===== src/design/stt_pkg.sv =====
// Package for the software timer table: item and result types, operation and
// result codes, controller states and the controller/datapath command bundle.
// Depends on nothing; every other file of the block imports it.
package stt_pkg;

  // Table size and the index widths that follow from it.
  localparam int NUM_TIMERS = 32;
  localparam int IDX_W = (NUM_TIMERS > 1) ? $clog2(NUM_TIMERS) : 1;
  localparam int CNT_W = $clog2(NUM_TIMERS + 1);

  // Operation codes of an input item.
  localparam logic [1:0] OP_ADD_ONCE     = 2'd0;
  localparam logic [1:0] OP_ADD_PERIODIC = 2'd1;
  localparam logic [1:0] OP_CANCEL       = 2'd2;
  localparam logic [1:0] OP_TICK         = 2'd3;

  // Result kinds.
  localparam logic [2:0] KIND_ADDED     = 3'd0;
  localparam logic [2:0] KIND_REJECTED  = 3'd1;
  localparam logic [2:0] KIND_CANCELLED = 3'd2;
  localparam logic [2:0] KIND_MISSED    = 3'd3;
  localparam logic [2:0] KIND_FIRED     = 3'd4;
  localparam logic [2:0] KIND_TICK_DONE = 3'd5;

  typedef struct packed {
    logic [1:0]  op;
    logic [31:0] duration_ms;
    logic [31:0] cancel_id;
    logic [15:0] elapsed_ms;
  } stt_item_t;

  typedef struct packed {
    logic [2:0]  kind;
    logic [31:0] timer_ident;
    logic        was_periodic;
    logic [31:0] next_due_ms;
    logic        has_next;
    logic        last;
  } stt_result_t;

  typedef enum logic [2:0] {
    S_IDLE,
    S_ADD,
    S_CANCEL,
    S_CANCEL_MISS,
    S_TICK_NOW,
    S_TICK_SCAN,
    S_TICK_DONE
  } stt_state_t;

  // Commands from the controller to the datapath.
  typedef struct packed {
    logic capture;     // latch the input item
    logic do_add;      // arm the lowest free slot, or reject
    logic scan;        // walk the slot memories, one read a cycle
    logic chk_cancel;  // compare each scanned slot with the cancel id
    logic emit_miss;   // report a cancel that found nothing
    logic now_adv;     // advance the clock and clear the minimum
    logic chk_tick;    // fire due slots and track the earliest deadline
    logic emit_done;   // report the end of a tick
  } stt_cmd_t;

  // Status from the datapath to the controller.
  typedef struct packed {
    logic match;       // the slot checked this cycle matched the cancel id
    logic last_chk;    // the last slot is checked this cycle
  } stt_status_t;

endpackage


===== src/design/stt_ctrl.sv =====
// Controller of the software timer table: sequences add, cancel and tick
// operations and drives the datapath through a command bundle.
// Depends on stt_pkg.
module stt_ctrl (
  input  logic                clk,
  input  logic                rst,
  input  logic                start,
  input  logic [1:0]          op,
  output logic                busy,
  output stt_pkg::stt_cmd_t   cmd,
  input  stt_pkg::stt_status_t status
);
  import stt_pkg::*;

  stt_state_t state;
  stt_state_t state_next;

  // State register.
  always_ff @(posedge clk) begin
    if (rst) begin
      state <= S_IDLE;
    end else begin
      state <= state_next;
    end
  end

  // Next-state logic.
  always_comb begin
    state_next = state;
    unique case (state)
      S_IDLE: begin
        if (start) begin
          unique case (op) inside
            OP_ADD_ONCE, OP_ADD_PERIODIC: state_next = S_ADD;
            OP_CANCEL:                    state_next = S_CANCEL;
            default:                      state_next = S_TICK_NOW;
          endcase
        end
      end
      S_ADD:         state_next = S_IDLE;
      S_CANCEL: begin
        if (status.match) begin
          state_next = S_IDLE;
        end else if (status.last_chk) begin
          state_next = S_CANCEL_MISS;
        end
      end
      S_CANCEL_MISS: state_next = S_IDLE;
      S_TICK_NOW:    state_next = S_TICK_SCAN;
      S_TICK_SCAN: begin
        if (status.last_chk) begin
          state_next = S_TICK_DONE;
        end
      end
      S_TICK_DONE:   state_next = S_IDLE;
      default:       state_next = S_IDLE;
    endcase
  end

  // Output logic.
  always_comb begin
    cmd  = '0;
    busy = 1'b1;
    unique case (state)
      S_IDLE: begin
        busy        = 1'b0;
        cmd.capture = start;
      end
      S_ADD:         cmd.do_add = 1'b1;
      S_CANCEL: begin
        cmd.scan       = 1'b1;
        cmd.chk_cancel = 1'b1;
      end
      S_CANCEL_MISS: cmd.emit_miss = 1'b1;
      S_TICK_NOW:    cmd.now_adv = 1'b1;
      S_TICK_SCAN: begin
        cmd.scan     = 1'b1;
        cmd.chk_tick = 1'b1;
      end
      S_TICK_DONE:   cmd.emit_done = 1'b1;
      default:       busy = 1'b1;
    endcase
  end

`ifndef NO_ASSERTIONS
  // After its add state, an add returns to idle in the next cycle.
  a_add_one_cycle: assert property (@(posedge clk) disable iff (rst)
    state == S_ADD |=> state == S_IDLE)
    else $error("add did not return to idle");

  // A tick always passes through the clock update before scanning.
  a_tick_order: assert property (@(posedge clk) disable iff (rst)
    (state == S_IDLE && start && op == OP_TICK) |=> state == S_TICK_NOW)
    else $error("tick did not start with the clock update");
`endif

endmodule


===== src/design/stt_dp.sv =====
// Datapath of the software timer table: slot memories, valid bits, the
// millisecond clock, identifier counter, scan pipeline and result register.
// Depends on stt_pkg.
module stt_dp (
  input  logic                 clk,
  input  logic                 rst,
  input  stt_pkg::stt_item_t   item,
  input  stt_pkg::stt_cmd_t    cmd,
  output stt_pkg::stt_status_t status,
  output logic                 result_valid,
  output stt_pkg::stt_result_t result
);
  import stt_pkg::*;

  stt_item_t                item_q;
  logic [NUM_TIMERS-1:0]    valid;
  logic [NUM_TIMERS-1:0]    periodic;
  logic [31:0]              now_ms;
  logic [31:0]              next_ident;

  logic [31:0]              ident_mem    [NUM_TIMERS];
  logic [31:0]              period_mem   [NUM_TIMERS];
  logic [31:0]              deadline_mem [NUM_TIMERS];

  logic [CNT_W-1:0]         rd_idx;
  logic                     issue;
  logic                     chk_vld;
  logic [IDX_W-1:0]         chk_idx;
  logic [31:0]              rd_ident;
  logic [31:0]              rd_period;
  logic [31:0]              rd_deadline;

  logic [31:0]              best;
  logic                     has;

  logic [IDX_W-1:0]         free_idx;
  logic                     full;
  logic                     slot_v;
  logic                     slot_p;
  logic                     hit;
  logic                     due;
  logic                     fire;
  logic                     remain;
  logic [31:0]              cand;

  logic                     dl_we;
  logic [IDX_W-1:0]         dl_addr;
  logic [31:0]              dl_data;

  stt_result_t              result_next;
  logic                     result_valid_next;

  // Input item latch.
  always_ff @(posedge clk) begin
    if (cmd.capture) begin
      item_q <= item;
    end
  end

  // Lowest free slot, searched from the top so the lowest one wins.
  always_comb begin
    free_idx = '0;
    for (int i = NUM_TIMERS - 1; i >= 0; i--) begin
      if (!valid[i]) begin
        free_idx = IDX_W'(i);
      end
    end
    full = &valid;
  end

  // Scan read address and read issue.
  assign issue = cmd.scan && (rd_idx != CNT_W'(NUM_TIMERS));

  always_ff @(posedge clk) begin
    if (rst) begin
      rd_idx  <= '0;
      chk_vld <= 1'b0;
    end else begin
      if (!cmd.scan) begin
        rd_idx <= '0;
      end else if (issue) begin
        rd_idx <= rd_idx + CNT_W'(1);
      end
      chk_vld <= issue;
    end
  end

  always_ff @(posedge clk) begin
    chk_idx <= rd_idx[IDX_W-1:0];
  end

  // Check stage: evaluate the slot whose memory words were read last cycle.
  always_comb begin
    slot_v = valid[chk_idx];
    slot_p = periodic[chk_idx];
    hit    = cmd.chk_cancel && chk_vld && slot_v && (rd_ident == item_q.cancel_id);
    due    = rd_deadline <= now_ms;
    fire   = cmd.chk_tick && chk_vld && slot_v && due;
    remain = slot_v && (!due || slot_p);
    cand   = due ? rd_period : (rd_deadline - now_ms);
  end

  assign status.match    = hit;
  assign status.last_chk = chk_vld && (chk_idx == IDX_W'(NUM_TIMERS - 1));

  // Deadline write port: adds arm a new slot, periodic fires re-arm one.
  always_comb begin
    dl_we   = 1'b0;
    dl_addr = free_idx;
    dl_data = now_ms + item_q.duration_ms;
    if (cmd.do_add && !full) begin
      dl_we = 1'b1;
    end else if (fire && slot_p) begin
      dl_we   = 1'b1;
      dl_addr = chk_idx;
      dl_data = now_ms + rd_period;
    end
  end

  // Slot memories, written at one address and read at the scan address.
  always_ff @(posedge clk) begin
    if (cmd.do_add && !full) begin
      ident_mem[free_idx]  <= next_ident;
      period_mem[free_idx] <= item_q.duration_ms;
    end
    if (dl_we) begin
      deadline_mem[dl_addr] <= dl_data;
    end
    if (issue) begin
      rd_ident    <= ident_mem[rd_idx[IDX_W-1:0]];
      rd_period   <= period_mem[rd_idx[IDX_W-1:0]];
      rd_deadline <= deadline_mem[rd_idx[IDX_W-1:0]];
    end
  end

  // Valid and periodic flags.
  always_ff @(posedge clk) begin
    if (rst) begin
      valid    <= '0;
      periodic <= '0;
    end else if (cmd.do_add && !full) begin
      valid[free_idx]    <= 1'b1;
      periodic[free_idx] <= item_q.op[0];
    end else if (hit) begin
      valid[chk_idx]    <= 1'b0;
      periodic[chk_idx] <= 1'b0;
    end else if (fire && !slot_p) begin
      valid[chk_idx] <= 1'b0;
    end
  end

  // Millisecond clock and identifier counter.
  always_ff @(posedge clk) begin
    if (rst) begin
      now_ms     <= '0;
      next_ident <= '0;
    end else begin
      if (cmd.now_adv) begin
        now_ms <= now_ms + {16'd0, item_q.elapsed_ms};
      end
      if (cmd.do_add && !full) begin
        next_ident <= next_ident + 32'd1;
      end
    end
  end

  // Running minimum of the delay over slots that stay armed.
  always_ff @(posedge clk) begin
    if (rst) begin
      has  <= 1'b0;
      best <= '1;
    end else if (cmd.now_adv) begin
      has  <= 1'b0;
      best <= '1;
    end else if (cmd.chk_tick && chk_vld && remain) begin
      if (!has || (cand < best)) begin
        best <= cand;
      end
      has <= 1'b1;
    end
  end

  // Result selection: at most one source is active in a cycle.
  always_comb begin
    result_next       = '0;
    result_valid_next = 1'b0;
    if (cmd.do_add) begin
      result_valid_next = 1'b1;
      result_next.last  = 1'b1;
      if (full) begin
        result_next.kind = KIND_REJECTED;
      end else begin
        result_next.kind        = KIND_ADDED;
        result_next.timer_ident = next_ident;
      end
    end else if (hit || cmd.emit_miss) begin
      result_valid_next       = 1'b1;
      result_next.kind        = hit ? KIND_CANCELLED : KIND_MISSED;
      result_next.timer_ident = item_q.cancel_id;
      result_next.last        = 1'b1;
    end else if (fire) begin
      result_valid_next        = 1'b1;
      result_next.kind         = KIND_FIRED;
      result_next.timer_ident  = rd_ident;
      result_next.was_periodic = slot_p;
    end else if (cmd.emit_done) begin
      result_valid_next       = 1'b1;
      result_next.kind        = KIND_TICK_DONE;
      result_next.next_due_ms = has ? best : '1;
      result_next.has_next    = has;
      result_next.last        = 1'b1;
    end
  end

  // Result register: each beat is shown for exactly one cycle.
  always_ff @(posedge clk) begin
    if (rst) begin
      result_valid <= 1'b0;
    end else begin
      result_valid <= result_valid_next;
    end
  end

  always_ff @(posedge clk) begin
    result <= result_next;
  end

`ifndef NO_ASSERTIONS
  // An accepted add consumes exactly one identifier.
  a_ident_step: assert property (@(posedge clk) disable iff (rst)
    (result_valid && result.kind == KIND_ADDED) |->
      next_ident == $past(next_ident) + 32'd1)
    else $error("identifier counter did not advance on add");

  // A successful cancel frees exactly one slot.
  a_cancel_frees: assert property (@(posedge clk) disable iff (rst)
    (result_valid && result.kind == KIND_CANCELLED) |->
      $countones(valid) + 1 == $countones($past(valid)))
    else $error("cancel did not free exactly one slot");

  // An add is rejected only when every slot is taken.
  a_reject_full: assert property (@(posedge clk) disable iff (rst)
    (result_valid && result.kind == KIND_REJECTED) |-> &valid)
    else $error("add rejected with a free slot");

  // A fired timer is never the closing beat of a tick.
  a_fired_not_last: assert property (@(posedge clk) disable iff (rst)
    (result_valid && result.kind == KIND_FIRED) |-> !result.last)
    else $error("fired beat marked last");
`endif

endmodule


===== src/design/software_timer_table_unit.sv =====
// Top level of the software timer table: joins the controller and datapath.
// Depends on stt_pkg, stt_ctrl and stt_dp.
//
// Usage: an operation item is offered on item with start high; it is taken
// at a rising edge where start is high and busy is low. Operations are add
// one-shot, add periodic, cancel by identifier and tick (advance the clock).
// Each result beat sits on result for exactly one cycle with result_valid
// high; the receiver cannot stall it. The last beat of an item has last set.
// Busy stays high from acceptance until an item is finished, so the block takes
// no new item before it is through with the last one. A cancel stops at the
// first match; a tick scans every slot. The scan reads one slot per cycle
// from the slot memories, so the table size sets the cancel and tick time.
// Each beat appears in the cycle after the datapath produces it, so the final
// beat of an item shows in the first cycle that busy is low again.
// A tick emits one fired beat per due timer, in slot order, then a closing
// beat with the delay to the earliest remaining deadline.
// Reset (synchronous, active high) empties the table and clears the clock
// and the identifier counter; no result is pending after reset.
module software_timer_table_unit (
  input  logic                 clk,
  input  logic                 rst,
  input  logic                 start,
  output logic                 busy,
  input  stt_pkg::stt_item_t   item,
  output logic                 result_valid,
  output stt_pkg::stt_result_t result
);
  import stt_pkg::*;

  stt_cmd_t    cmd;
  stt_status_t status;

  // Sequencing of each operation.
  stt_ctrl u_ctrl (
    .clk    (clk),
    .rst    (rst),
    .start  (start),
    .op     (item.op),
    .busy   (busy),
    .cmd    (cmd),
    .status (status)
  );

  // Slot storage, arithmetic and result beats.
  stt_dp u_dp (
    .clk          (clk),
    .rst          (rst),
    .item         (item),
    .cmd          (cmd),
    .status       (status),
    .result_valid (result_valid),
    .result       (result)
  );

endmodule

===== config.mk =====
export PLATFORM = sky130hd
export DESIGN_NAME = software_timer_table_unit
export DESIGN_NICKNAME = d
export VERILOG_FILES = /design/src/design/stt_pkg.sv /design/src/design/stt_ctrl.sv /design/src/design/stt_dp.sv /design/src/design/software_timer_table_unit.sv
export SDC_FILE = /design/constraint.sdc
export NUM_CORES = 2
export LEC_CHECK = 0
export ABC_AREA = 0
export BUFFER_PORTS_ARGS = -buffer_cell sky130_fd_sc_hd__buf_2
export CORE_AREA = 2 2 507 509
export CTS_BUF_LIST = sky130_fd_sc_hd__clkbuf_8
export CTS_CLUSTER_SIZE = 10
export DETAILED_ROUTE_END_ITERATION = 7
export DIE_AREA = 0 0 509 511
export PLACE_DENSITY = 0.7
export SYNTH_ARGS = -nofsm -noshare
export SYNTH_HDL_FRONTEND = slang
export SYNTH_SLANG_ARGS = --single-unit

===== constraint.sdc =====
create_clock -name clk -period 9.7 [get_ports clk]
set_input_delay 1.94 -clock clk [delete_from_list [all_inputs] [get_ports clk]]
set_output_delay 1.94 -clock clk [all_outputs]
set_load 0.02 [all_outputs]

# Word-level counts from Yosys, hierarchy flattened
# Memories as Yosys holds them, arrays and structs flattened. A register that Yosys moved wholly into a read port is not among the register bits.
# Cells that the tools add are included.
# op_classes
addsub	6
magnitude_cmp	6
n_eq_ne	14
muxes	87
bitwise	7
n_reduce_logical	36
# ops
operator	count
two-way mux 32 bit	10
two-way mux 5 bit	34
two-way mux 35 bit	2
adder 32 bit	2
bitwise AND 32 bit	2
two-way mux 33 bit	1
adder 32 x 1 -> 32 bit, second input constant	1
adder 32 x 16 -> 32 bit	1
bitwise mux 32 bit	1
equality test 32 bit	1
less-or-equal comparator 32 bit	1
< comparator 32 bit	1
NOT 32 bit	1
bitwise OR 32 bit	1
AND reduction 32 bit	1
subtractor 32 bit	1
two-way mux 1 bit	27
two-way mux 3 bit	6
logical AND 1 bit	15
< comparator 5 x 6 -> 1 bit, second input constant	2
one-hot mux 3 bit (4 select lines)	1
binary-select mux 1 bit (select 5 bit)	2
demux 1 bit (select 5 bit)	2
greater-or-equal comparator 5 x 1 -> 1 bit, second input constant	2
23 further kinds	38
# word_totals
register_bits	328
ramBits	3072
inputBits	85
output_inout_bits	72
elab_cells	180
n_memories	3
# memory_table
memory	words	width	rd	rd_ports_with_merged_regs	wr	line	source
u_dp.deadline_mem	32	32	1	1	1	stt_dp.sv:23	logic [31:0] deadline_mem [NUM_TIMERS];
u_dp.ident_mem	32	32	1	1	1	stt_dp.sv:21	logic [31:0] ident_mem [NUM_TIMERS];
u_dp.period_mem	32	32	1	1	1	stt_dp.sv:22	logic [31:0] period_mem [NUM_TIMERS];

# Depth between registers and ports, before layout
# depth
ltp_word	38
depth_mapped	28
mapped_depth_nobuf	23

# Cells and area by module
# Synthesis repeated with hierarchy kept, for this count alone.
# hier_totals
hier_cells	6909
area_unflattened_um2	139487.5
# modules_own_cells
mod	n_inst	cells_per_inst	area_each_um2	seq_area_each_um2
stt_dp	1	6871	139236.0	102448.3
stt_ctrl	1	38	251.5	60.1

# Least setup slack after synthesis
# No wires, ideal clock.
# synth_timing
kind	reg2reg
from	register u_dp.rd_idx[0]
to	register u_dp.rd_idx[5]
setup_time_ns	0.122
arrival_ns	7.166
slack_ns	2.411
stages_incl_launch_ff	14
path_buffers	5
period_less_slack_ns	7.289
cell_sequence	dfxtp_1 -> clkbuf_1 -> clkbuf_1 -> clkbuf_1 -> buf_1 -> inv_1 -> ha_1 -> and4b_1 -> clkbuf_1 -> nor2_1 -> and4_1 -> nand3_1 -> xor2_1 -> nor2_1
# synth_between
elab_chain_cells	2
# synth_rtl
item	line	source
start, declared	stt_dp.sv:25	logic [CNT_W-1:0] rd_idx;
start signal, assigned	stt_dp.sv:82	rd_idx <= rd_idx + CNT_W'(1);
inequality test 6 bit	stt_dp.sv:72	assign issue = cmd.scan && (rd_idx != CNT_W'(NUM_TIMERS));
logical AND 1 bit	stt_dp.sv:72	
net u_dp.issue	stt_dp.sv:26	logic issue;
# The timed path passes the listed nets, and every way through them passes these cells.
# A chain may end at the register's enable or synchronous reset.

# Final worst setup path
# layout_timing
from	register u_dp.now_ms[0]
to	register u_dp.best[23]
# layout_rtl
item	line	source
start, declared	stt_dp.sv:18	logic [31:0] now_ms;
start signal, assigned	stt_dp.sv:159	now_ms <= now_ms + {16'd0, item_q.elapsed_ms};
subtractor 32 bit or less-or-equal comparator 32 bit (tied branches)	stt_dp.sv:100, stt_dp.sv:97	
two-way mux 32 bit (*)	stt_dp.sv:100	cand = due ? rd_period : (rd_deadline - now_ms);
net u_dp.cand[9]	stt_dp.sv:44	logic [31:0] cand;
< comparator 32 bit (*)	stt_dp.sv:176	if (!has || (cand < best)) begin
logical OR 1 bit (*)	stt_dp.sv:176	
AND reduction 2 bit (no source line) (*)	n/a	
end signal, assigned	stt_dp.sv:177	best <= cand;
end, declared	stt_dp.sv:33	logic [31:0] best;
# Mark *: on every way through the listed nets, which the timed path passes. The rest lies on a longest branch.

==> run summary <==
The worst min-delay path endpoint is u_dp.best[30]. The number of fill cells in the layout came out at 17700. The warning count from the yosys run came out at 0. The cell internal power dissipation came out at 23.4 mW. The area of the multi-input gates came out at 0.0354 sq mm.

After layout, the minimum clock period comes to 7.36 ns. Registers take 0.103 sq mm. The flow ran to the end, and the final reports show no timing, DRC or antenna violations. The accumulated negative setup slack came out at 0 ns.

The post-cts repair resize count is 0. The core region is 0.255 sq mm. The number of flip-flops and latches in the synthesized netlist came out at 3496.

STA classifies the critical path endpoint as a register. The count of routing violations after the opening detailed-route iteration came out at 9584. The die span in x is 509 microns. In this run the power density over the cells is 196 mW/mm^2. Routability-driven placement finished with a final weighted congestion of 0.932. The die covers 0.260 sq mm. Summed over all layers, the global routing overflow is 0. TritonCTS built the clock tree. The tightest min-delay check is of the reg2reg type.

The DRC violation count after routing is 0. The post-route core utilization came out at 0.609. Compared with the post-synthesis result, the final layout area differs by 11.6%. Port buffering added 156 buffers.

The maximum frequency from static timing analysis came out at 136 MHz. The number of max-slew violations in the final report came out at 0. The post-CTS setup buffer count is 0.

The post-synthesis average cell area is 20.3 sq um. The synthesized design spends more area on one cell type than any other, namely edfxtp_1. The count of flip-flops with a built-in enable after synthesis came out at 3249. Clock-pin slew was measured on the worst setup and hold paths at 0.06 ns. The setup violation total in the final timing report came out at 0. The endpoint identified for the worst register-to-register timing path is u_dp.best[23]. The area share of the leading cell type in the synthesized netlist came out at 0.701. The share of total power dissipated in sequential elements is 0.556. The hold-fix buffer count after cts came out at 0. The top fanout value on the critical path is 62. The number of nets with antenna violations after routing came out at 0. The cell depth of the worst hold path is 2. The mean routed wirelength per cell came out at 32.4 microns. Clock latency on the worst-skew pair, taken at its later pin, is 1.07 ns. The register-to-register setup slack is 2.34 ns. The master cell of the clock root buffer is clkbuf_8.

The die height is 511 microns. The number of nets at the end of the flow came out at 7650. For the worst setup path, the data arrival time is 8.30 ns. The final worst clock skew came out at 0.0977 ns.

IR analysis of the VDD net gives a maximum drop of 161 uV. The I/O pin count came out at 157. The number of rows in the core area came out at 186. The detailed-route wire length is 364 mm. The power spent charging and discharging nets is 7.08 mW. The number of antenna violations at the first check in global routing is 15.

The worst endpoint required time is 10.64 ns. Headroom to the max-slew limit came out at 0.0862. After synthesis, the cell types taking the most area are edfxtp_1 (70%), mux4_2 (16%), dfxtp_1 (3.6%). The number of violations of the max-capacitance limit came out at 0. The total global-route track usage came out at 0.279. The depth of the most critical reg-to-reg path came out at 22. For the pin with the worst max-slew slack, the measured transition is 1.37 ns. The hold violation total from the final report is 0. For this run, the leading register cell type out of synthesis is edfxtp_1.

The share of async-settable or async-resettable flops after synthesis is 0. The longest clock path from root to sink contains 4 buffers. The ratio of cells with drive above 1 in the final layout is 0.288. The post-synthesis sequential area ratio is 0.736. STA classifies the critical path startpoint as a register. When the netlist entered floorplanning its net count stood at 7086. Setup repair after global routing left no endpoint under its margin.

The detailed-router iteration count before antenna repair is 8. The fraction of power spent switching nets came out at 0.232. The total leakage power is 49.9 nW. The post-detailed-route via-to-cell ratio came out at 6.45. The critical path in this run is classified as reg2reg.

The count of cell types in the netlist is 99. In this run the critical register-to-register path is launched from u_dp.now_ms[0]. The clock network fraction of design power is 0.386. The portion of total power attributed to combinational logic came out at 0.059. The initial cell density of the core is 0.545. The global-route wire length before repair is 518 mm. The number of H-tree levels came out at 6.

The TritonCTS buffer count came out at 569. The sink count of the clock tree came out at 3496. The total standard cell area after synthesis came out at 0.139 sq mm. Detailed placement finished with a half-perimeter wire length of 204 mm. The detailed-route via count came out at 72500. The via count of the first global-routing pass was 72400. After technology mapping, the gate count stands at 6853.

Of the available clock period, the critical path in the final layout requires 0.759. The startpoint of the lowest-slack hold path is u_dp.best[30]. Entering global routing, the biggest net connects 149 pins.
-- power groups by stage --
| stage | registers (mW) | logic, mW | clock network (mW) |
|---|---|---|---|
| floorplan | 17.3 | 1.02 | 0 |
| global placement | 17.3 | 1.75 | 0 |
| detailed placement | 17.3 | 1.79 | 0 |
| CTS | 17.0 | 1.79 | 11.9 |
| global route | 17.0 | 1.90 | 12.6 |
| finish | 17.0 | 1.79 | 11.8 |
-- critical path: stages (launching register included) --
cell	delay, ns
dfxtp_1	0.42
ha_1	0.20
inv_1	0.05
fa_1	0.41
a21oi_1	0.24
o211ai_1	0.28
o2111ai_2	0.38
o211ai_4	0.22
a21oi_2	0.28
nand2b_2	0.89
o21ai_0	0.32
ha_1	0.37
a21o_1	0.17
a21o_1	0.17
a21o_1	0.17
a2111oi_0	0.39
o21ai_0	0.20
o2bb2ai_1	0.16
a2111o_1	0.38
a31oi_4	0.71
buf_4	0.50
mux2i_1	0.24
nand2_1	0.07
-- layer usage --
layer	part of all wire	wire, microns	global-route usage	vias to the layer above
li1	-	-	-	29600
met1	0.40	145000	0.403	38300
met2	0.48	177000	0.440	3881
met3	0.084	30700	0.0475	640
met4	0.032	11600	0.0894	12
met5	0.00021	78	0	-
-- sequential cells by signal, indices dropped and copies added (netlist names), 70 cells and up --
register	cells
u_dp.deadline_mem	1024
u_dp.ident_mem	1024
u_dp.item_q	81
u_dp.period_mem	1024
u_dp.result	70
-- kinds of logic after synthesis --
logic type,count (synthesis),share of synthesized area
mux,1088,0.167
compound gates,691,0.0333
fa+ha+maj,148,0.0135
xor+xnor,150,0.00944
flops,3496,0.736
buf+inv,501,0.0140
simple gates,779,0.0266
-- cells in the final DEF, fill, tap and decap left out, drive strengths merged, types with 11 or more instances in the layout --
cell type | synthesis | routed
nand4 | 40 | 40
mux2 | 99 | 99
clkinv | 2 | 140
mux4 | 976 | 976
mux2i | 13 | 13
xor2 | 55 | 55
o21a | 29 | 29
nand2b | 28 | 28
and3 | 18 | 18
o211ai | 48 | 48
nor2b | 16 | 16
buf | 65 | 321
ha | 144 | 144
dfxtp | 247 | 247
nor3b | 11 | 11
a222oi | 32 | 32
nor2 | 225 | 225
or3 | 24 | 24
clkbuf | 263 | 601
o22ai | 18 | 18
a21oi | 190 | 190
o311a | 14 | 14
a21o | 61 | 61
nand3 | 57 | 57
o31ai | 14 | 14
a211oi | 21 | 21
inv | 171 | 406
nor4 | 23 | 23
o21bai | 12 | 12
clkinvlp | 0 | 14
o21ai | 162 | 162
and4 | 11 | 11
nor3 | 53 | 53
nand2 | 233 | 233
a31oi | 26 | 26
edfxtp | 3249 | 3249
xnor2 | 95 | 95
or2 | 16 | 16
-- synth_stat cells, types with 52 or more instances --
library cell  number
nor3_1            52
inv_1            169
o21ai_0          152
mux2_2            98
nand2_1          233
edfxtp_1        3249
a21oi_1          186
a21o_1            61
mux4_2           976
xor2_1            55
nand3_1           56
clkbuf_1         263
dfxtp_1          247
ha_1             144
xnor2_1           95
nor2_1           225
-- final cells by class --
cell class	instances	area share
sequential	3496	0.660
multi-input combinational	2856	0.228
clock buffer	601	0.0532
tap	3384	0.0273
timing repair buffer	321	0.0138
clock inverter	396	0.0133
inverter	173	0.00460
antenna	7	0.000113
-- worst max-delay path by stage --
stage                   start              to  slack [ns]  cells past startpoint
4_1_cts        u_dp.now_ms[0]   u_dp.best[23]        2.43                     22
3_3_place_gp   u_dp.now_ms[0]   u_dp.best[23]        2.40                     22
6_report       u_dp.now_ms[0]   u_dp.best[23]        2.34                     22
5_1_grt        u_dp.now_ms[1]   u_dp.best[17]        1.82                     21
3_5_place_dp   u_dp.now_ms[0]   u_dp.best[23]        2.46                     22
2_1_floorplan  u_dp.rd_idx[0]  u_dp.rd_idx[5]        2.41                     13
-- metrics by stage --
stage	hold slack, ns	setup WS, ns	cell area [sq um]	power (mW)	instances
2_1_floorplan	0.329	2.41	139000	18.3	6853
3_3_place_gp	0.464	2.40	145000	19.0	10200
3_5_place_dp	0.460	2.46	145000	19.1	10200
4_1_cts	0.476	2.43	155000	30.7	11200
5_1_grt	0.502	1.82	155000	31.5	11200
6_report	0.475	2.34	155000	30.5	11200
Note: power is estimated with default switching activity, not from simulation.
